[src/lmm_pkg.sv]
// lmm_pkg: shared constants and types of the link metrics monitor
// no dependencies
`timescale 1ns / 1ps
package lmm_pkg;
	localparam int RING_DEPTH_DEF = 1024;
	localparam int SEQ_SPACE_DEF  = 65536;

	localparam logic [15:0] GAP_LIMIT_RST = 16'd5000;
	localparam logic [15:0] FC_DATA       = 16'h0008;
	localparam logic [15:0] FC_ACK        = 16'h2B00;

	// sample ring ids
	localparam logic [1:0] RING_LAT  = 2'd0;
	localparam logic [1:0] RING_GAP  = 2'd1;
	localparam logic [1:0] RING_SNR  = 2'd2;
	localparam logic [1:0] RING_CONT = 2'd3;

	// configuration register indexes
	localparam logic REG_GAP_LIMIT = 1'b0;

	typedef enum logic [2:0] {
		REQ_SRC = 3'd0,
		REQ_TX  = 3'd1,
		REQ_RX  = 3'd2,
		REQ_DEQ = 3'd3,
		REQ_SNR = 3'd4,
		REQ_RPT = 3'd5
	} req_t;
endpackage

[src/lmm_apb.sv]
// lmm_apb: configuration register file behind the apb port
// depends on lmm_pkg
`timescale 1ns / 1ps
module lmm_apb (
	input  logic        clk,
	input  logic        arst_n,
	input  logic        psel,
	input  logic        penable,
	input  logic        pwrite,
	input  logic [2:0]  paddr,
	input  logic [31:0] pwdata,
	output logic [31:0] prdata,
	output logic        pready,
	output logic [15:0] gap_limit
);
	import lmm_pkg::*;

	logic [15:0] gap_limit_q;
	logic        wr_en;

	assign pready = 1'b1;
	assign wr_en  = psel & penable & pwrite;

	always_ff @(posedge clk or negedge arst_n) begin
		if (!arst_n) begin
			gap_limit_q <= GAP_LIMIT_RST;
		end else if (wr_en && paddr[2] == REG_GAP_LIMIT) begin
			gap_limit_q <= pwdata[15:0];
		end
	end

	always_comb begin
		prdata = '0;
		if (paddr[2] == REG_GAP_LIMIT) begin
			prdata = {16'b0, gap_limit_q};
		end
	end

	assign gap_limit = gap_limit_q;
endmodule

[config.mk]
export PLATFORM = sky130hd
export DESIGN_NAME = lmm_apb
export DESIGN_NICKNAME = d
export VERILOG_FILES = /design/src/lmm_pkg.sv /design/src/lmm_apb.sv
export SDC_FILE = /design/constraint.sdc
export NUM_CORES = 1
export LEC_CHECK = 0
export BUFFER_PORTS_ARGS = -buffer_cell sky130_fd_sc_hd__buf_2
export CAP_MARGIN = 30
export CORE_ASPECT_RATIO = 1.2
export CORE_MARGIN = 2
export CORE_UTILIZATION = 38
export DETAILED_ROUTE_END_ITERATION = 6
export PLACE_DENSITY = 0.95
export REMOVE_ABC_BUFFERS = 1
export SYNTH_ARGS = -nofsm -noshare
export SYNTH_HDL_FRONTEND = slang
export SYNTH_SLANG_ARGS = --single-unit
[constraint.sdc]
create_clock -name clk -period 2.2 [get_ports clk]
set_clock_uncertainty 0.2 [all_clocks]
set_input_delay 0.44 -clock clk [delete_from_list [all_inputs] [get_ports clk]]
set_output_delay 0.44 -clock clk [all_outputs]
set_load 0.005 [all_outputs]
Word-level counts from Yosys, hierarchy flattened:

Index checks and enable logic that the tools add are counted.

* word-level logic and storage cells: 6
* latch bits: 0
* memories kept: 0
* input port bits: 40
* bits in registers: 16
* RAM bits: 0
* output and inout port bits: 49
* memory bits (read-only): 0

* bitwise logic cells: 3
* eq/ne operators: 0
* shift-type cells: 0
* add/sub/neg operators: 0
* reductions and logical operators: 1
* muxes and demuxes: 1
* divide/modulo/power cells: 0
* multipliers: 0
* magnitude comparators: 0

Operator list (number)
* 16-bit two-way mux: 1
* 1-bit AND: 2
* 1-bit logical AND: 1
* 1-bit inverter: 1

Longest topological paths before layout:

Gate-level depths: netlist of the first run.

* word-level depth: 3
* gate-level depth with buffers: 3
* depth with buffers taken out: 2

Worst setup path before layout of the first run:

OpenSTA, ideal clock, no wires.

* kind: input to register
* from: input port paddr[2]
* to: register gap_limit_q[0], in the netlist gap_limit[0]
* buffers on the path: 1
* library setup time: 0.125 ns
* arrival: 1.116 ns
* slack: 0.759 ns
* required time: 1.875 ns
* cell stages on the path: 3
* path through: nand4b_4 -> buf_6 -> mux2_4

* longest elaborated chain between the ends: 2

Ends and longest elaborated chain
* start: declaration: RTL line lmm_apb.sv:10 `input logic [2:0] paddr,`
* 1-bit inverter
* 1-bit logical AND: RTL line lmm_apb.sv:27 `end else if (wr_en && paddr[2] == REG_GAP_LIMIT) begin`
* end signal: assignment: RTL line lmm_apb.sv:28 `gap_limit_q <= pwdata[15:0];`
* end: declaration: RTL line lmm_apb.sv:18 `logic [15:0] gap_limit_q;`

No other way between the ends.
A chain may end at the register's enable or synchronous reset.

Final worst setup path of the first run:

* from: register gap_limit_q[9], in the netlist gap_limit[9]
* to: output port prdata[9]

* longest elaborated chain between the ends: 1

Ends and longest elaborated chain
* 16-bit two-way mux: RTL line lmm_apb.sv:34 `if (paddr[2] == REG_GAP_LIMIT) begin`
* end: declaration: RTL line lmm_apb.sv:12 `output logic [31:0] prdata,`

No other way between the ends.

==> impl_metrics.tcl, run 1 <==
set metrics [dict create \
    postSynthCellCount 70 \
    via_count 629 \
    core_um2 2280 \
    io_pins 89 \
    finalSetupViolCount 0 \
    yosysSeqAreaShare 0.449 \
    dieHeight_um 57.5 \
    max_freq_ghz 0.582 \
    dp_cells 150 \
    crit_chain "nor2b_1, buf_2" \
    antenna_left 0 \
    cts_root_buf "clkbuf_4" \
    reg2reg_slack_ns 1.23 \
    worstSetupStartpointType "flop" \
    largest_reg_flops 16 \
    avgSynthCellArea_um2 12.9 \
    min_period_ns 1.72 \
    place_congestion 0.609 \
    fin_cells 155 \
    drv_slew 0 \
    cp-startpoint "gap_limit[9]" \
    rows 19 \
    first_pass_iters 3 \
    first_global_vias 635 \
    hold_violations 0 \
    cts_tree "done" \
    critPathMaxStageDelay_ns 0.55 \
    grt_remaining_overflow 0 \
    routed_wl_um 1800 \
    crit_path_end_kind "primary output" \
    r2r-end "gap_limit[13]" \
    cts.sinks 16 \
    reg2reg_depth 1 \
    finish.utilization 0.508 \
    ys_warn_count 0 \
    required_ns 1.56 \
    drive_gt1_frac 0.629 \
    die_area_um2 2790 \
    ys_ff_latch 16 \
    antenna_found_initial 0 \
    leakagePower_nw 0.678 \
    clockBufferDepth 2 \
    critical_path_class "flop to primary output" \
    rsz0062_at_grt "no" \
    worstPathMaxFanout 3 \
    irDropWorstVdd_mv 0.375 \
    insertion_delay_ns 0.27 \
    max_cap_viol_count 0 \
    n_antenna_cell 0 \
    netlist_area_um2 906 \
    tns_ns 0 \
    drtIter0Drc 3 \
    via_per_inst 4.06 \
    slowest_stage "dfstp_2" \
    p_total_uw 855 \
    initial_core_util 0.397 \
    cp.arrival_ns 1.08 \
    layout_setup_ws_ns 0.482 \
    holdCritPathClass "input pin to flop" \
    layout.nets 165 \
    status "complete, no violations" \
    dp_worst_setup_slack_ns 0.344 \
    drcViolationCount 0 \
    synth_cell_types 11 \
    htreeDepth 1 \
    synthToLayoutAreaGrowth_pct 28.0 \
    wl_per_cell_um 11.6 \
    min_period_over_period 0.781 \
    grt_max_degree 18 \
    cts_made_buffers 3 \
    grt_pass1_wl_um 2820 \
    die_x_um 48.6 \
    powerDensity_nw_per_um2 737 \
    endpoint "prdata[9]" \
    n_fill_cell 213 \
    io_buffers 53 \
    reg2reg_from "gap_limit[13]" \
    clkTransAtPathRegs_ns 0.10 \
    track_usage 0.131 \
]
-- final cells by class --
class / count / area, um^2 / share of cell area
Multi-Input combinational cell: 50 / 413 / 0.356
Tap cell: 31 / 38.8 / 0.0334
Timing Repair Buffer: 54 / 275 / 0.237
Clock buffer: 4 / 26.3 / 0.0227
Sequential cell: 16 / 407 / 0.351
-- cells in the final DEF (no fill, tap or decap) --
cell	synthesis	routed
and2b_1	6	6
buf_2	0	53
clkbuf_1	1	1
clkbuf_4	0	3
conb_1	2	17
dfrtp_1	11	11
dfstp_2	5	5
dlygate4sd3_1	0	1
mux2_2	6	6
mux2_4	10	10
nand4b_4	1	1
nor2b_1	10	10
-- synth_stat cells --
cell type,instances,area (um^2)
mux2_4,10,150
mux2_2,6,67.6
buf_6,1,11.3
dfstp_2,5,131
dfrtp_1,11,275
nor2b_1,10,62.6
buf_4,17,128
nand4b_4,1,23.8
conb_1,2,7.51
and2b_1,6,45.0
clkbuf_1,1,3.75
-- through the flow --
| stage | hold slack [ns] | area [um^2] |
|---|---|---|
| after detailed placement | 0.175 | 1120 |
| after global placement | 0.173 | 1120 |
| final | 0.183 | 1160 |
| after global routing | 0.172 | 1160 |
| after floorplan | -0.0556 | 820 |
| after CTS | 0.172 | 1160 |
-- per-layer routing --
metal  share of wire  routed length, um  track usage  up-vias
met5               0                  0            0        -
met3           0.078                140       0.0314        0
met2            0.53                949        0.232       39
li1                -                  -            -      300
met4               0                  0       0.0612        0
met1            0.40                712        0.149      290
-- how the worst min path moves through the flow --
| stage | startpoint | end | slack [ns] | depth (start not counted) |
|---|---|---|---|---|
| 2_1_floorplan | arst_n | gap_limit[0] | -0.06 | 0 |
| 3_3_place_gp | arst_n | gap_limit[6] | 0.17 | 1 |
| 3_5_place_dp | arst_n | gap_limit[6] | 0.17 | 1 |
| 4_1_cts | pwdata[6] | gap_limit[6] | 0.17 | 2 |
| 5_1_grt | pwdata[14] | gap_limit[14] | 0.17 | 2 |
| 6_report | pwdata[6] | gap_limit[6] | 0.18 | 2 |
-- report_power, final --
group          total [mW]  switching [mW]  internal, mW
registers           0.415          0.0415         0.374
clock network       0.162          0.0917        0.0702
logic               0.277           0.101         0.177
total               0.855           0.234         0.621
-- kinds of logic (layout without fill, tap and decap cells) --
family / count (synthesis) / in the layout / share of synthesized area
buf+inv: 19 / 58 / 0.157
simple gates: 17 / 17 / 0.145
mux: 16 / 16 / 0.240
flops: 16 / 16 / 0.449
other cells: 2 / 17 / 0.00829
-- what timing repair did --
action	CTS	global route
buffers inserted	0	0
hold buffers	1	0
endpoints found under the hold margin	11	0
resized for setup	0	0
-- critical path: cells and delay by family, from the launching register on --
family                 cells  cell delay (ns)
flip-flops                 1             0.55
AND/OR/NAND/NOR            1             0.13
buffers and inverters      1             0.12
No activity file was read; power rests on OpenSTA's default activity.
==> inputs of run 2 (changes only) <==
--- a/config.mk
+++ b/config.mk
@@ -9,9 +9,9 @@
 export CAP_MARGIN = 30
 export CORE_ASPECT_RATIO = 1.2
 export CORE_MARGIN = 2
-export CORE_UTILIZATION = 38
+export CORE_UTILIZATION = 32
 export DETAILED_ROUTE_END_ITERATION = 6
-export PLACE_DENSITY = 0.95
+export PLACE_DENSITY = 0.88
 export REMOVE_ABC_BUFFERS = 1
 export SYNTH_ARGS = -nofsm -noshare
 export SYNTH_HDL_FRONTEND = slang
==> constraint.sdc (replaced) <==
create_clock -name clk -period 1.5 [get_ports clk]
set_clock_uncertainty 0.2 [all_clocks]
set_input_delay 0.3 -clock clk [delete_from_list [all_inputs] [get_ports clk]]
set_output_delay 0.3 -clock clk [all_outputs]
set_load 0.005 [all_outputs]
==> run 2 against run 1 <==
Compared with the run above:
- the run now ends with negative setup slack left
- routed wire length increased by 3.0%
- die area is 17% higher
- final area increased by 7.7%
- hold slack worse by 0.14 ns
- clock power is 43% higher
- worst setup slack got worse by 0.54 ns
- core utilization shrank 5.1 points
- sequential share of layout area decreased by 2.5 points
- power grew 52%
- global-route usage shrank 1.8 points
- critical path depth is the same
- flip-flop and latch count did not move
==> impl_metrics.tcl, run 2 (synthesis results as in run 1) <==
set metrics [dict create \
    holdCritPathClass "input pin to flop" \
    grt_max_degree 17 \
    violations "negative setup slack" \
    path_depth 2 \
    powerDensity_nw_per_um2 1040 \
    reg2reg_slack_ns 0.41 \
    routed_wl_um 1860 \
    hold_path_end "gap_limit[1]" \
    slowest_stage "dfstp_2" \
    rows 21 \
    n_fill_cell 252 \
    final_cell_mix "buf_2, conb_1, dfrtp_1" \
    drv_slew 0 \
    reg2reg_depth 2 \
    reg2reg_from "gap_limit[1]" \
    wl_per_cell_um 11.3 \
    min_period_ns 1.56 \
    core_um2 2730 \
    synthToLayoutAreaGrowth_pct 37.8 \
    cts_root_buf "clkbuf_4" \
    hold_start "pwdata[1]" \
    crit_path_end_kind "primary output" \
    hpwl_um 1390 \
    place_congestion 0.633 \
    grt_pass1_wl_um 2730 \
    tns_ns -0.249 \
    whs_ns 0.0415 \
    die_x_um 52.6 \
    drtIter0Drc 7 \
    insertion_delay_ns 0.28 \
    crit_family "flip-flops" \
    via_per_inst 4.03 \
    cp.arrival_ns 1.06 \
    n_antenna_cell 0 \
    crit_chain "nor2b_4, buf_2" \
    via_count 661 \
    largest_reg_flops 16 \
    clkTransAtPathRegs_ns 0.09 \
    antenna_left 0 \
    required_ns 1.00 \
    p_total_mw 1.30 \
    finalSetupViolCount 6 \
    worstSetupStartpointType "flop" \
    initial_core_util 0.332 \
    irDropWorstVdd_mv 0.484 \
    die_area_um2 3270 \
    max_cap_viol_count 0 \
    cts_tree "done" \
    leakagePower_nw 0.726 \
    hold_violations 0 \
    finish.utilization 0.457 \
    layout.nets 171 \
    r2r-end "gap_limit[1]" \
    drcViolationCount 0 \
    hold_path_depth 2 \
    grt_remaining_overflow 0 \
    dieHeight_um 62.3 \
    first_pass_iters 2 \
    htreeDepth 1 \
    layout_setup_ws_ns -0.0557 \
    rsz0062_at_grt "yes" \
    status "finished with violations" \
    max_freq_ghz 0.643 \
    critPathMaxStageDelay_ns 0.55 \
    cts_made_buffers 3 \
    min_period_over_period 1.04 \
    clockBufferDepth 2 \
    track_usage 0.113 \
    io_buffers 53 \
    worst-path-buf-inv 1 \
    antenna_found_initial 0 \
    critical_path_class "flop to primary output" \
    drive_gt1_frac 0.662 \
    layout.cells.most_common "buf_2" \
    worstPathMaxFanout 3 \
    io_pins 89 \
    cts.sinks 16 \
    first_global_vias 575 \
]
==> run 2: repair_timing <==
action,CTS,global route
hold buffers,1,0
setup endpoints to repair,5,7
resized for setup,0,2
buffers inserted,0,3
hold endpoints to repair,11,0
==> run 2: worst max-delay path by stage <==
stage,slack (ns),to,startpoint
global route,-0.11,prdata[12],gap_limit[12]
CTS,-0.08,prdata[9],gap_limit[9]
floorplan,0.17,gap_limit[0],paddr[2]
finish,-0.06,prdata[12],gap_limit[12]
global placement,0.06,gap_limit[15],paddr[2]
detailed placement,0.05,gap_limit[15],paddr[2]
==> run 2: layout make-up <==
cell class | count | area (um^2) | share of cell area
sequential | 16 | 407 | 0.326
tap | 34 | 42.5 | 0.0341
timing repair buffer | 60 | 345 | 0.277
clock buffer | 4 | 26.3 | 0.0210
multi-input combinational | 50 | 428 | 0.343
==> run 2: through the flow <==
stage	cells	instance area [um^2]	worst slack [ns]
3_5_place_dp	156	1170	0.0548
4_1_cts	161	1210	-0.0783
5_1_grt	164	1250	-0.114
6_report	164	1250	-0.0557
2_1_floorplan	66	820	0.170
3_3_place_gp	156	1170	0.0638
==> run 2: power by group <==
part	switching (mW)	internal [mW]
Sequential	0.0650	0.549
Clock	0.129	0.103
Combinational	0.153	0.298
Total	0.347	0.949
==> run 2: metal layers <==
metal / track usage / wire length, um
met5: 0 / 0
met4: 0.0481 / 8
met3: 0.0216 / 137
met2: 0.192 / 987
met1: 0.135 / 723
