$ cat src/lmm_div.sv
// lmm_div: restoring divider, one quotient bit per cycle
// no dependencies
`timescale 1ns / 1ps
module lmm_div #(
	parameter int DW = 51
) (
	input  logic          clk,
	input  logic          arst_n,
	input  logic          start,
	input  logic [DW-1:0] dividend,
	input  logic [31:0]   divisor,
	output logic          done,
	output logic [DW-1:0] quotient
);
	localparam int CW = $clog2(DW + 1);

	logic          run_q;
	logic          done_q;
	logic [CW-1:0] cnt_q;
	logic [31:0]   rem_q;
	logic [31:0]   dsor_q;
	logic [DW-1:0] quo_q;
	logic [32:0]   trial;
	logic          ge;

	assign trial = {rem_q, quo_q[DW-1]};
	assign ge    = trial >= {1'b0, dsor_q};

	always_ff @(posedge clk or negedge arst_n) begin
		if (!arst_n) begin
			run_q  <= 1'b0;
			done_q <= 1'b0;
			cnt_q  <= '0;
		end else begin
			done_q <= 1'b0;
			if (start) begin
				run_q <= 1'b1;
				cnt_q <= '0;
			end else if (run_q) begin
				cnt_q <= cnt_q + 1'b1;
				if (cnt_q == CW'(DW - 1)) begin
					run_q  <= 1'b0;
					done_q <= 1'b1;
				end
			end
		end
	end

	always_ff @(posedge clk) begin
		if (start) begin
			quo_q  <= dividend;
			rem_q  <= '0;
			dsor_q <= divisor;
		end else if (run_q) begin
			rem_q <= ge ? 32'(trial - {1'b0, dsor_q}) : trial[31:0];
			quo_q <= {quo_q[DW-2:0], ge};
		end
	end

	assign done     = done_q;
	assign quotient = quo_q;
endmodule

$ cat config.mk
export PLATFORM = sky130hd
export DESIGN_NAME = lmm_div
export DESIGN_NICKNAME = d
export VERILOG_FILES = /design/src/lmm_div.sv
export SDC_FILE = /design/constraint.sdc
export NUM_CORES = 1
export LEC_CHECK = 0
export BUFFER_PORTS_ARGS = -buffer_cell sky130_fd_sc_hd__buf_2
export CAP_MARGIN = 40
export CORE_ASPECT_RATIO = 1.2
export CORE_MARGIN = 1.5
export CORE_UTILIZATION = 45
export DETAILED_ROUTE_END_ITERATION = 10
export GPL_TIMING_DRIVEN = 1
export PLACE_DENSITY = 0.67
export SLEW_MARGIN = 10
export SYNTH_ARGS = -nofsm -noshare
export SYNTH_HDL_FRONTEND = slang
export SYNTH_SLANG_ARGS = --single-unit
$ cat constraint.sdc
create_clock -name clk -period 9.28 [get_ports clk]
set_clock_uncertainty 0.1 [all_clocks]
set_input_delay 1.856 -clock clk [delete_from_list [all_inputs] [get_ports clk]]
set_output_delay 1.856 -clock clk [all_outputs]
set_load 0.05 [all_outputs]
==> Word-level counts from Yosys, hierarchy flattened <==
Cells that the tools add are included.
{ "word_totals": {"reg_bits": 123, "inputBits": 86, "out_inout_bits": 52, "elab_cells": 22} }
{ "classes": {"add_sub_neg": 2, "order_cmp": 1, "eq_ne": 1, "muxes": 11, "reduce_logical": 1} }
{ "op_table": {"columns": ["op", "count"], "rows": [
  ["2-to-1 mux 51 bit", 2],
  [">= comparator 33 x 32 -> 1 bit", 1],
  ["2-to-1 mux 32 bit", 1],
  ["subtractor 32 bit", 1],
  ["2-to-1 mux 6 bit", 2],
  ["adder 6 x 1 -> 6 bit (second input constant)", 1],
  ["equality test 6 bit (second input constant)", 1],
  ["2-to-1 mux 1 bit", 6],
  ["nonzero test 2 bit", 1]
]} }

==> Depth between registers and ports, before layout <==
Gate-level depths: netlist of run 1.
{ "depth": {"depth_word": 4, "ltp_mapped": 13, "depth_no_buf": 11} }

==> Worst setup path before layout of run 1 <==
No wires, ideal clock.
{ "synth_path": {"path_kind": "in2reg", "startpoint": "input start", "endpoint": "register quo_q[0], in the netlist quotient[0] (enable)", "setup_time_ps": 405, "arrival_time_ps": 3699, "required_ps": 8775, "slack_ps": 5076, "path_stages": 5, "path_buffers": 3, "cell_sequence": "clkbuf_1 > clkbuf_1 > clkbuf_1 > nor2_1 > inv_1"} }
{ "synth_via": {"elab_chain_cells": 1} }
{ "synth_lines": {"columns": ["element", "line_no", "source"], "rows": [
  ["start, declared", "9", "input logic start,"],
  ["nonzero test 2 bit (no source line)", null, null],
  ["end signal, assigned", "51", "quo_q <= dividend;"],
  ["end signal, assigned", "56", "quo_q <= {quo_q[DW-2:0], ge};"],
  ["end, declared", "22", "logic [DW-1:0] quo_q;"]
]} }
Every way passes these cells.
A chain may end at the register's enable or synchronous reset.

==> run metrics, run 1 <==
CTS resizes 0; MaxCap Viol Count 0; routed wirelength normalized by instance count 16.0 um; synthesized area divided by synthesized cell count 10.6 um^2; CTS tree done; required time at the endpoint of the critical path 9.45 ns; kind of end point of the critical path flip-flop; TritonCTS Buffers 17; instance count on the critical path 5; transition time at the pin with the least slew margin 0.818 ns; Arr. time, crit path 3.83 ns; CP Class in -> reg; upper clock frequency limit 273 MHz; synthesized area 6920 um^2; Min Clock Period, post-route 3.66 ns; height of the die 139 um; antenna violations before repair 0; die area 16100 um^2; # rows 49; floorplan die width 116 um; top cell type's share of synthesized area 36.0%; buffer depth of the longest clock path 2; global-route wire length before repair 26400 um; worst hold-check path type reg -> reg; Layout area overhead 21.1%; run status finished, final reports clean; clock latency on the worst-skew pair 0.41 ns; Post-synth top flop sky130_fd_sc_hd__edfxtp_1; # setup viols final 0; startpoint of the worst-slack reg-to-reg timing path dsor_q[18]$_DFFE_PP_; portion of the post-synthesis area used by sequential elements 48.1%; root buffer cell sky130_fd_sc_hd__clkbuf_16; IO Port Bufs 137; worst vdd ir 0.163 mV; vias in the first global route 5582; diodes inserted 0; initial cell density of the core 46.1%; GR Overflow Total 0; Sinks on Clock Net 123; EDFF count, synth 83; worst path bufs/invs 2; slowest cell on the critical path sky130_fd_sc_hd__buf_4; number of violations reported at the end of detailed-routing iteration 0 323; last weighted congestion value of the routability-driven placer 0.865; all-layer global routing usage 20.7%; total of hold buffers inserted after clock tree synthesis 0; post-placement cell area 7750 um^2; CP max FO 70; YS warnings 0; vias per cell 5.42; ANT nets after route 0; number of different library cells in the post-synthesis netlist 66; CP cell instances buf_4, buf_4, nand2b_1, nand2b_1, o221ai_1; category of cells accounting for the largest share of critical-path delay buffers and inverters; setup repair after global routing missed its margin false; syn nets 772; Hold Vio Cnt, Final 0; largest incremental delay on the critical path 0.76 ns; Leakage Power 0.00363 uW; FF-to-FF path depth 11; synthesized flop and latch total 123; DRT Wirelength 15900 um; cell count of the worst hold path 2; final total negative setup slack 0 ns; cell count after synthesis 651; final worst-path cycle share 39.4%; detailed placer's ending HPWL 11400 um; count of TritonRoute iterations in the first routing pass 5; Layout Nets 898; post-route standard cell area excluding fillers 8380 um^2; Cell Pwr Density 282 nW/um^2; fraction of layout cells with a size suffix above 1 29.7%; number of vias in the routed layout 5391; Synth area leader sky130_fd_sc_hd__edfxtp_1; post-detailed-route DRC marker count 0; pin count of the biggest net entering global routing 72; Post CTS Setup Buffer Count 0; clock-pin slew on the worst setup and hold paths 0.06 ns; area of the core 15000 um^2; top post-synthesis cells by area sky130_fd_sc_hd__edfxtp_1 36%, sky130_fd_sc_hd__dfxtp_1 9.3%, sky130_fd_sc_hd__mux2_2 8.3%; Critical Path Source Type input port; relative slew slack 45.5%; max-slew violations 0; post-synthesis async set-or-reset flop share 6.50%; Max H-tree Level 4; number of placed I/O pins 138; Critical Path Start start; hold wc startpoint rem_q[17]$_SDFFE_PP0P_
==> registers in the layout, summed over array words and instances (netlist names) <==
name / count
cnt_q: 6
done: 1
dsor_q: 32
quotient: 51
rem_q: 32
run_q: 1
==> tightest hold or removal path: stages (launching register included) <==
cell and delay, ns:
sky130_fd_sc_hd__dfxtp_1 0.32, sky130_fd_sc_hd__nand2_1 0.06, sky130_fd_sc_hd__a311oi_1 0.07
==> final cells by class <==
type                    instances  area (um^2)
fillers                      1302         6640
flip-flops and latches        123         3330
clock buffers                  20          467
clock inverters                12          163
multi-input cells             451         3270
inverters                      42          158
repair buffers                142          738
well taps                     204          255
==> where the power goes <==
part	internal (uW)	switching (uW)	leakage [uW]
Sequential	687	67.9	0.00122
Combinational	355	556	0.00211
Clock	447	249	0.000303
Total	1490	873	0.00363
==> cell usage in the layout (no fill, tap or decap), drive strengths merged, types with 5 or more instances in the layout <==
cell type,instances
buf,142
edfxtp,83
nor2,57
nand2,53
mux2,51
inv,44
a21oi,35
ha,34
dfxtp,32
clkbuf,20
o21ai,20
a211oi,19
a21o,17
xnor2,15
mux2i,14
xor2,13
a311oi,13
nand3,10
nand2b,10
nor3,9
nand4,8
dfrtp,8
o21a,6
a31oi,5
o31ai,5
a211o,5
or3,5
clkinv,5
==> per-stage QoR <==
step                setup slack [ns]  utilization, %  std cells  hold WS (ns)  power, uW
global route                    5.37            55.8        994         0.418       2510
detailed placement              5.16            51.6        962         0.396       1670
CTS                             5.62            55.8        994         0.396       2380
floorplan                       5.08               -        651         0.370       1480
finish                          5.62            55.8        994         0.395       2360
global placement                5.25            51.5        961         0.387       1650
==> routing by layer <==
layer	track usage, %	share of wire (%)	vias to the layer above
met5	0	0	-
met4	7.77	2.0	0
met3	6.25	7.6	25
met2	34.3	48	172
met1	25.2	42	2539
li1	-	-	2655
==> cells by family (layout without fill, tap and decap cells) <==
| family | after synthesis | in the layout | synth area share (%) |
|---|---|---|---|
| flops | 123 | 123 | 48.1 |
| mux | 65 | 65 | 10.3 |
| fa+ha+maj | 35 | 35 | 6.43 |
| buf+inv | 77 | 216 | 4.64 |
| compound gates | 146 | 146 | 14.7 |
| simple gates | 177 | 177 | 12.2 |
| xor+xnor | 28 | 28 | 3.54 |
==> Yosys cell counts (2+ instances only) <==
master / n
sky130_fd_sc_hd__inv_1: 42
sky130_fd_sc_hd__nand4b_1: 2
sky130_fd_sc_hd__or3_1: 4
sky130_fd_sc_hd__a21oi_1: 35
sky130_fd_sc_hd__nand4_1: 8
sky130_fd_sc_hd__o211ai_1: 3
sky130_fd_sc_hd__nand2b_1: 10
sky130_fd_sc_hd__nor2_1: 57
sky130_fd_sc_hd__dfrtp_1: 8
sky130_fd_sc_hd__mux2_2: 51
sky130_fd_sc_hd__o22ai_1: 2
sky130_fd_sc_hd__clkbuf_1: 22
sky130_fd_sc_hd__xnor2_1: 15
sky130_fd_sc_hd__a31oi_1: 5
sky130_fd_sc_hd__o21ai_1: 4
sky130_fd_sc_hd__buf_2: 8
sky130_fd_sc_hd__nand3b_1: 3
sky130_fd_sc_hd__o31ai_1: 5
sky130_fd_sc_hd__nand2_1: 52
sky130_fd_sc_hd__o221ai_1: 3
sky130_fd_sc_hd__nor3_1: 8
sky130_fd_sc_hd__a311oi_1: 13
sky130_fd_sc_hd__buf_1: 2
sky130_fd_sc_hd__and3_1: 3
sky130_fd_sc_hd__mux2i_1: 14
sky130_fd_sc_hd__a211o_1: 5
sky130_fd_sc_hd__o21a_1: 6
sky130_fd_sc_hd__dfxtp_1: 32
sky130_fd_sc_hd__nor3b_1: 3
sky130_fd_sc_hd__xor2_1: 13
sky130_fd_sc_hd__edfxtp_1: 83
sky130_fd_sc_hd__nor2b_1: 2
sky130_fd_sc_hd__o21bai_1: 3
sky130_fd_sc_hd__a211oi_1: 18
sky130_fd_sc_hd__a21o_1: 17
sky130_fd_sc_hd__ha_1: 34
sky130_fd_sc_hd__nand3_1: 10
sky130_fd_sc_hd__nor4_1: 4
sky130_fd_sc_hd__o21ai_0: 15
==> worst paths after layout <==
path	endpoint	slack [ns]
max	rem_q[23]$_SDFFE_PP0P_	5.62
min	rem_q[18]$_SDFFE_PP0P_	0.39
max reg2reg	rem_q[12]$_SDFFE_PP0P_	5.67
min reg2reg	rem_q[18]$_SDFFE_PP0P_	0.39
max in group asynchronous	run_q$_DFF_PN0_	7.72
min in group asynchronous	cnt_q[3]$_DFFE_PN0P_	1.18
Power figures use the tool's default switching activity.
==> run 2: changes to the inputs <==
--- a/config.mk
+++ b/config.mk
@@ -5,6 +5,7 @@
 export SDC_FILE = /design/constraint.sdc
 export NUM_CORES = 1
 export LEC_CHECK = 0
+export ABC_AREA = 1
 export BUFFER_PORTS_ARGS = -buffer_cell sky130_fd_sc_hd__buf_2
 export CAP_MARGIN = 40
 export CORE_ASPECT_RATIO = 1.2
@@ -12,7 +13,7 @@
 export CORE_UTILIZATION = 45
 export DETAILED_ROUTE_END_ITERATION = 10
 export GPL_TIMING_DRIVEN = 1
-export PLACE_DENSITY = 0.67
+export PLACE_DENSITY = 0.69
 export SLEW_MARGIN = 10
 export SYNTH_ARGS = -nofsm -noshare
 export SYNTH_HDL_FRONTEND = slang
==> constraint.sdc (replaced) <==
create_clock -name clk -period 3.3 [get_ports clk]
set_clock_uncertainty 0.1 [all_clocks]
set_input_delay 0.66 -clock clk [delete_from_list [all_inputs] [get_ports clk]]
set_output_delay 0.66 -clock clk [all_outputs]
set_load 0.05 [all_outputs]
==> run 2 against run 1 <==
Compared with the run above:
- global-route usage is 2.2 points higher
- via count is 29% higher
- clock power grew to 2.7 times the previous value
- largest power group is now the clock network
- critical path type is now reg -> reg
- critical path depth is 10 higher
- highest routed layer unchanged
- sequential power is 140% higher
- final area is 9.7% higher
- cell count is 47% higher
- die area is 11% higher
- core utilization is 1.0 points lower
- non-clock buffer count is 7 higher
==> run metrics, run 2 <==
run status finished, final reports clean (unchanged); Hold Vio Cnt, Final 0 (unchanged); vias in the first global route 6788 (was 5582); count of TritonRoute iterations in the first routing pass 7 (was 5); root buffer cell sky130_fd_sc_hd__clkbuf_16 (unchanged); most frequent cell after synthesis sky130_fd_sc_hd__nand2_1 (was sky130_fd_sc_hd__edfxtp_1); FF-to-FF path depth 15 (was 11); number of vias in the routed layout 6955 (was 5391); Min Clock Period, post-route 2.53 ns; top cells by count, synth 504 x sky130_fd_sc_hd__nand2_1, 185 x sky130_fd_sc_hd__inv_1, 83 x sky130_fd_sc_hd__edfxtp_1 (was 83 x sky130_fd_sc_hd__edfxtp_1, 57 x sky130_fd_sc_hd__nor2_1, 52 x sky130_fd_sc_hd__nand2_1); setup repair after global routing missed its margin false (unchanged); ANT nets after route 0 (unchanged); Synth area leader sky130_fd_sc_hd__edfxtp_1 (unchanged); setup slack of the most critical reg-to-reg path 0.77 ns (was 5.67 ns); Arr. time, crit path 2.75 ns (was 3.83 ns); synthesized flop and latch total 123 (unchanged); EDFF count, synth 83 (unchanged); flip-flop count of the largest register after layout 51 (unchanged); post-route standard cell area excluding fillers 9190 um^2 (was 8380 um^2); worst vdd ir 0.355 mV (was 0.163 mV); most common library cell in the layout ignoring fill and taps sky130_fd_sc_hd__nand2_1 (was sky130_fd_sc_hd__buf_2); global-route wire length before repair 32000 um (was 26400 um); synthesized area divided by synthesized cell count 7.02 um^2 (was 10.6 um^2); pin count of the biggest net entering global routing 54 (was 72); complex-gate fraction of the synthesized area 2.33% (was 14.7%); antenna violations before repair 0 (unchanged); routed wirelength normalized by instance count 13.2 um (was 16.0 um); worst hold-check path type in -> reg (was reg -> reg); Post-synth top flop sky130_fd_sc_hd__edfxtp_1 (unchanged); synthesized area 7670 um^2 (was 6920 um^2); buffer depth of the longest clock path 2 (unchanged); fraction of layout cells with a size suffix above 1 15.7% (was 29.7%); die area 17800 um^2 (was 16100 um^2); Max H-tree Level 4 (unchanged); GR Overflow Total 0 (unchanged); transition time at the pin with the least slew margin 0.656 ns (was 0.818 ns); post-detailed-route DRC marker count 0 (unchanged); Critical Path Source Type flip-flop (was input port); vias per cell 4.76 (was 5.42); post-synthesis async set-or-reset flop share 6.50% (unchanged); hold wc startpoint divisor[11] (was rem_q[17]$_SDFFE_PP0P_); r2r endpoint rem_q[16]$_SDFFE_PP0P_ (was rem_q[12]$_SDFFE_PP0P_); Simple-Gate Fraction of Synth Area 35.8% (was 12.2%); endpoint of the worst hold path dsor_q[11]$_DFFE_PP_ (was rem_q[18]$_SDFFE_PP0P_); cell count of the worst hold path 1 (was 2); kind of end point of the critical path flip-flop (unchanged); Sinks on Clock Net 123 (unchanged); clock-pin slew on the worst setup and hold paths 0.06 ns (about the same); final worst-path cycle share 76.7%; cell count after synthesis 1092 (was 651); CTS resizes 0 (unchanged); FILL cells 1644 (was 1302); syn nets 1213 (was 772); MaxCap Viol Count 0 (unchanged); initial cell density of the core 45.7% (was 46.1%); floorplan die width 122 um (was 116 um); last weighted congestion value of the routability-driven placer 0.916 (was 0.865); mux contribution to synthesized area 0% (was 10.3%); CP max FO 32 (was 70); top post-synthesis cells by area sky130_fd_sc_hd__edfxtp_1 32%, sky130_fd_sc_hd__nand2_1 25%, sky130_fd_sc_hd__inv_1 9.1% (was sky130_fd_sc_hd__edfxtp_1 36%, sky130_fd_sc_hd__dfxtp_1 9.3%, sky130_fd_sc_hd__mux2_2 8.3%); height of the die 146 um (was 139 um); upper clock frequency limit 395 MHz; YS warnings 0 (unchanged); main combinational cell family by area after synthesis simple AND/OR/NAND/NOR gates (was compound AO/OA/AOI/OAI gates); number of different library cells in the post-synthesis netlist 31 (was 66); CP Class reg -> reg (was in -> reg); max-slew violations 0 (unchanged); startpoint of the worst-slack reg-to-reg timing path dsor_q[2]$_DFFE_PP_ (was dsor_q[18]$_DFFE_PP_); relative slew slack 56.3% (was 45.5%); final total negative setup slack 0 ns (unchanged); required time at the endpoint of the critical path 3.51 ns (was 9.45 ns); Critical Path Start dsor_q[2]$_DFFE_PP_ (was start); area of the core 16800 um^2 (was 15000 um^2); CTS tree done (unchanged); fraction of the mapped netlist area in adder cells 5.81% (was 6.43%); share of the synthesized netlist area taken by xor and xnor gates 1.60% (was 3.54%); Layout Nets 1353 (was 898); all-layer global routing usage 22.9% (was 20.7%); clock latency on the worst-skew pair 0.43 ns (was 0.41 ns); number of violations reported at the end of detailed-routing iteration 0 436 (was 323); Layout area overhead 19.9% (was 21.1%); DRT Wirelength 19300 um (was 15900 um); Cell Pwr Density 476 nW/um^2 (was 282 nW/um^2); post-placement cell area 8590 um^2 (was 7750 um^2); leading cell types in the layout, fill and taps excluded 504 x sky130_fd_sc_hd__nand2_1, 184 x sky130_fd_sc_hd__inv_1, 136 x sky130_fd_sc_hd__buf_2 (was 136 x sky130_fd_sc_hd__buf_2, 83 x sky130_fd_sc_hd__edfxtp_1, 57 x sky130_fd_sc_hd__nor2_1); detailed placer's ending HPWL 14200 um (was 11400 um); # setup viols final 0 (unchanged); IO Port Bufs 137 (unchanged); portion of the post-synthesis area used by sequential elements 43.5% (was 48.1%); TritonCTS Buffers 17 (unchanged); top cell type's share of synthesized area 32.5% (was 36.0%); number of placed I/O pins 138 (unchanged); diodes inserted 0 (unchanged); # rows 52 (was 49); Leakage Power 0.00511 uW (was 0.00363 uW)
[run 2: through the flow]
step	worst slack (ns)	hold slack, ns	utilization [%]	power, uW	instances
after floorplan	0.691	0.264	-	2330	1092
after CTS	0.748	0.299	54.8	4420	1461
after global routing	0.547	0.298	54.8	4560	1461
after global placement	0.832	0.362	51.2	2520	1428
final	0.768	0.311	54.8	4380	1461
after detailed placement	0.765	0.361	51.2	2530	1428
[run 2: worst max-delay path by stage]
| stage | to | depth (start not counted) |
|---|---|---|
| floorplan | quotient[0]$_DFFE_PP_ | 3 |
| global placement | rem_q[19]$_SDFFE_PP0P_ | 15 |
| detailed placement | rem_q[23]$_SDFFE_PP0P_ | 15 |
| CTS | rem_q[16]$_SDFFE_PP0P_ | 15 |
| global route | rem_q[9]$_SDFFE_PP0P_ | 15 |
| finish | rem_q[16]$_SDFFE_PP0P_ | 15 |
[run 2: power breakdown]
part           internal (uW)  total [uW]  leakage, uW  switching, uW
Clock                   1180        1880     0.000286            701
Combinational            200         686      0.00358            486
Sequential              1760        1810      0.00124           52.3
Total                   3140        4380      0.00511           1240
[run 2: what timing repair did]
action / in CTS / in global routing
hold buffers: 1 / 0
endpoints found under the hold margin: 8 / 0
endpoints found under the setup margin: 0 / 0
buffers inserted: 0 / 0
[run 2: worst max-delay path, cell delays in order (launching register included)]
cell	delay [ns]
sky130_fd_sc_hd__edfxtp_1	0.32
sky130_fd_sc_hd__inv_1	0.05
sky130_fd_sc_hd__ha_1	0.39
sky130_fd_sc_hd__nand2_1	0.12
sky130_fd_sc_hd__nor2_1	0.11
sky130_fd_sc_hd__nand2_1	0.07
sky130_fd_sc_hd__nand3_2	0.10
sky130_fd_sc_hd__nand2_1	0.07
sky130_fd_sc_hd__nand2_2	0.11
sky130_fd_sc_hd__nand2_2	0.08
sky130_fd_sc_hd__nand2_2	0.10
sky130_fd_sc_hd__nand2_4	0.18
sky130_fd_sc_hd__nand2_4	0.37
sky130_fd_sc_hd__nand2_1	0.09
sky130_fd_sc_hd__nand3_1	0.09
sky130_fd_sc_hd__nand2_1	0.05
[run 2: final cells by class]
class	instances	area [um^2]	area share (%)
timing repair buffer	149	793	8.63
sequential	123	3330	36.3
clock buffer	22	475	5.17
multi-input combinational	753	3500	38.1
clock inverter	10	116	1.27
tap	216	270	2.94
inverter	188	706	7.68
[run 2: metal layers]
layer  wire [um]  share of wire (%)  vias to the layer above  GRT usage, %
li1            -                  -                     3633             -
met1        8080                 42                     3095          27.8
met2        9450                 49                      196          38.8
met3        1270                6.6                       31          6.02
met4         461                2.4                        0          8.43
met5           0                  0                        -             0
[run 2: cells by family (layout without fill, tap and decap cells)]
family          Yosys count  count (layout)
flops                   123             123
xor+xnor                 14              14
simple gates            673             673
buf+inv                 216             369
fa+ha+maj                35              35
compound gates           31              31
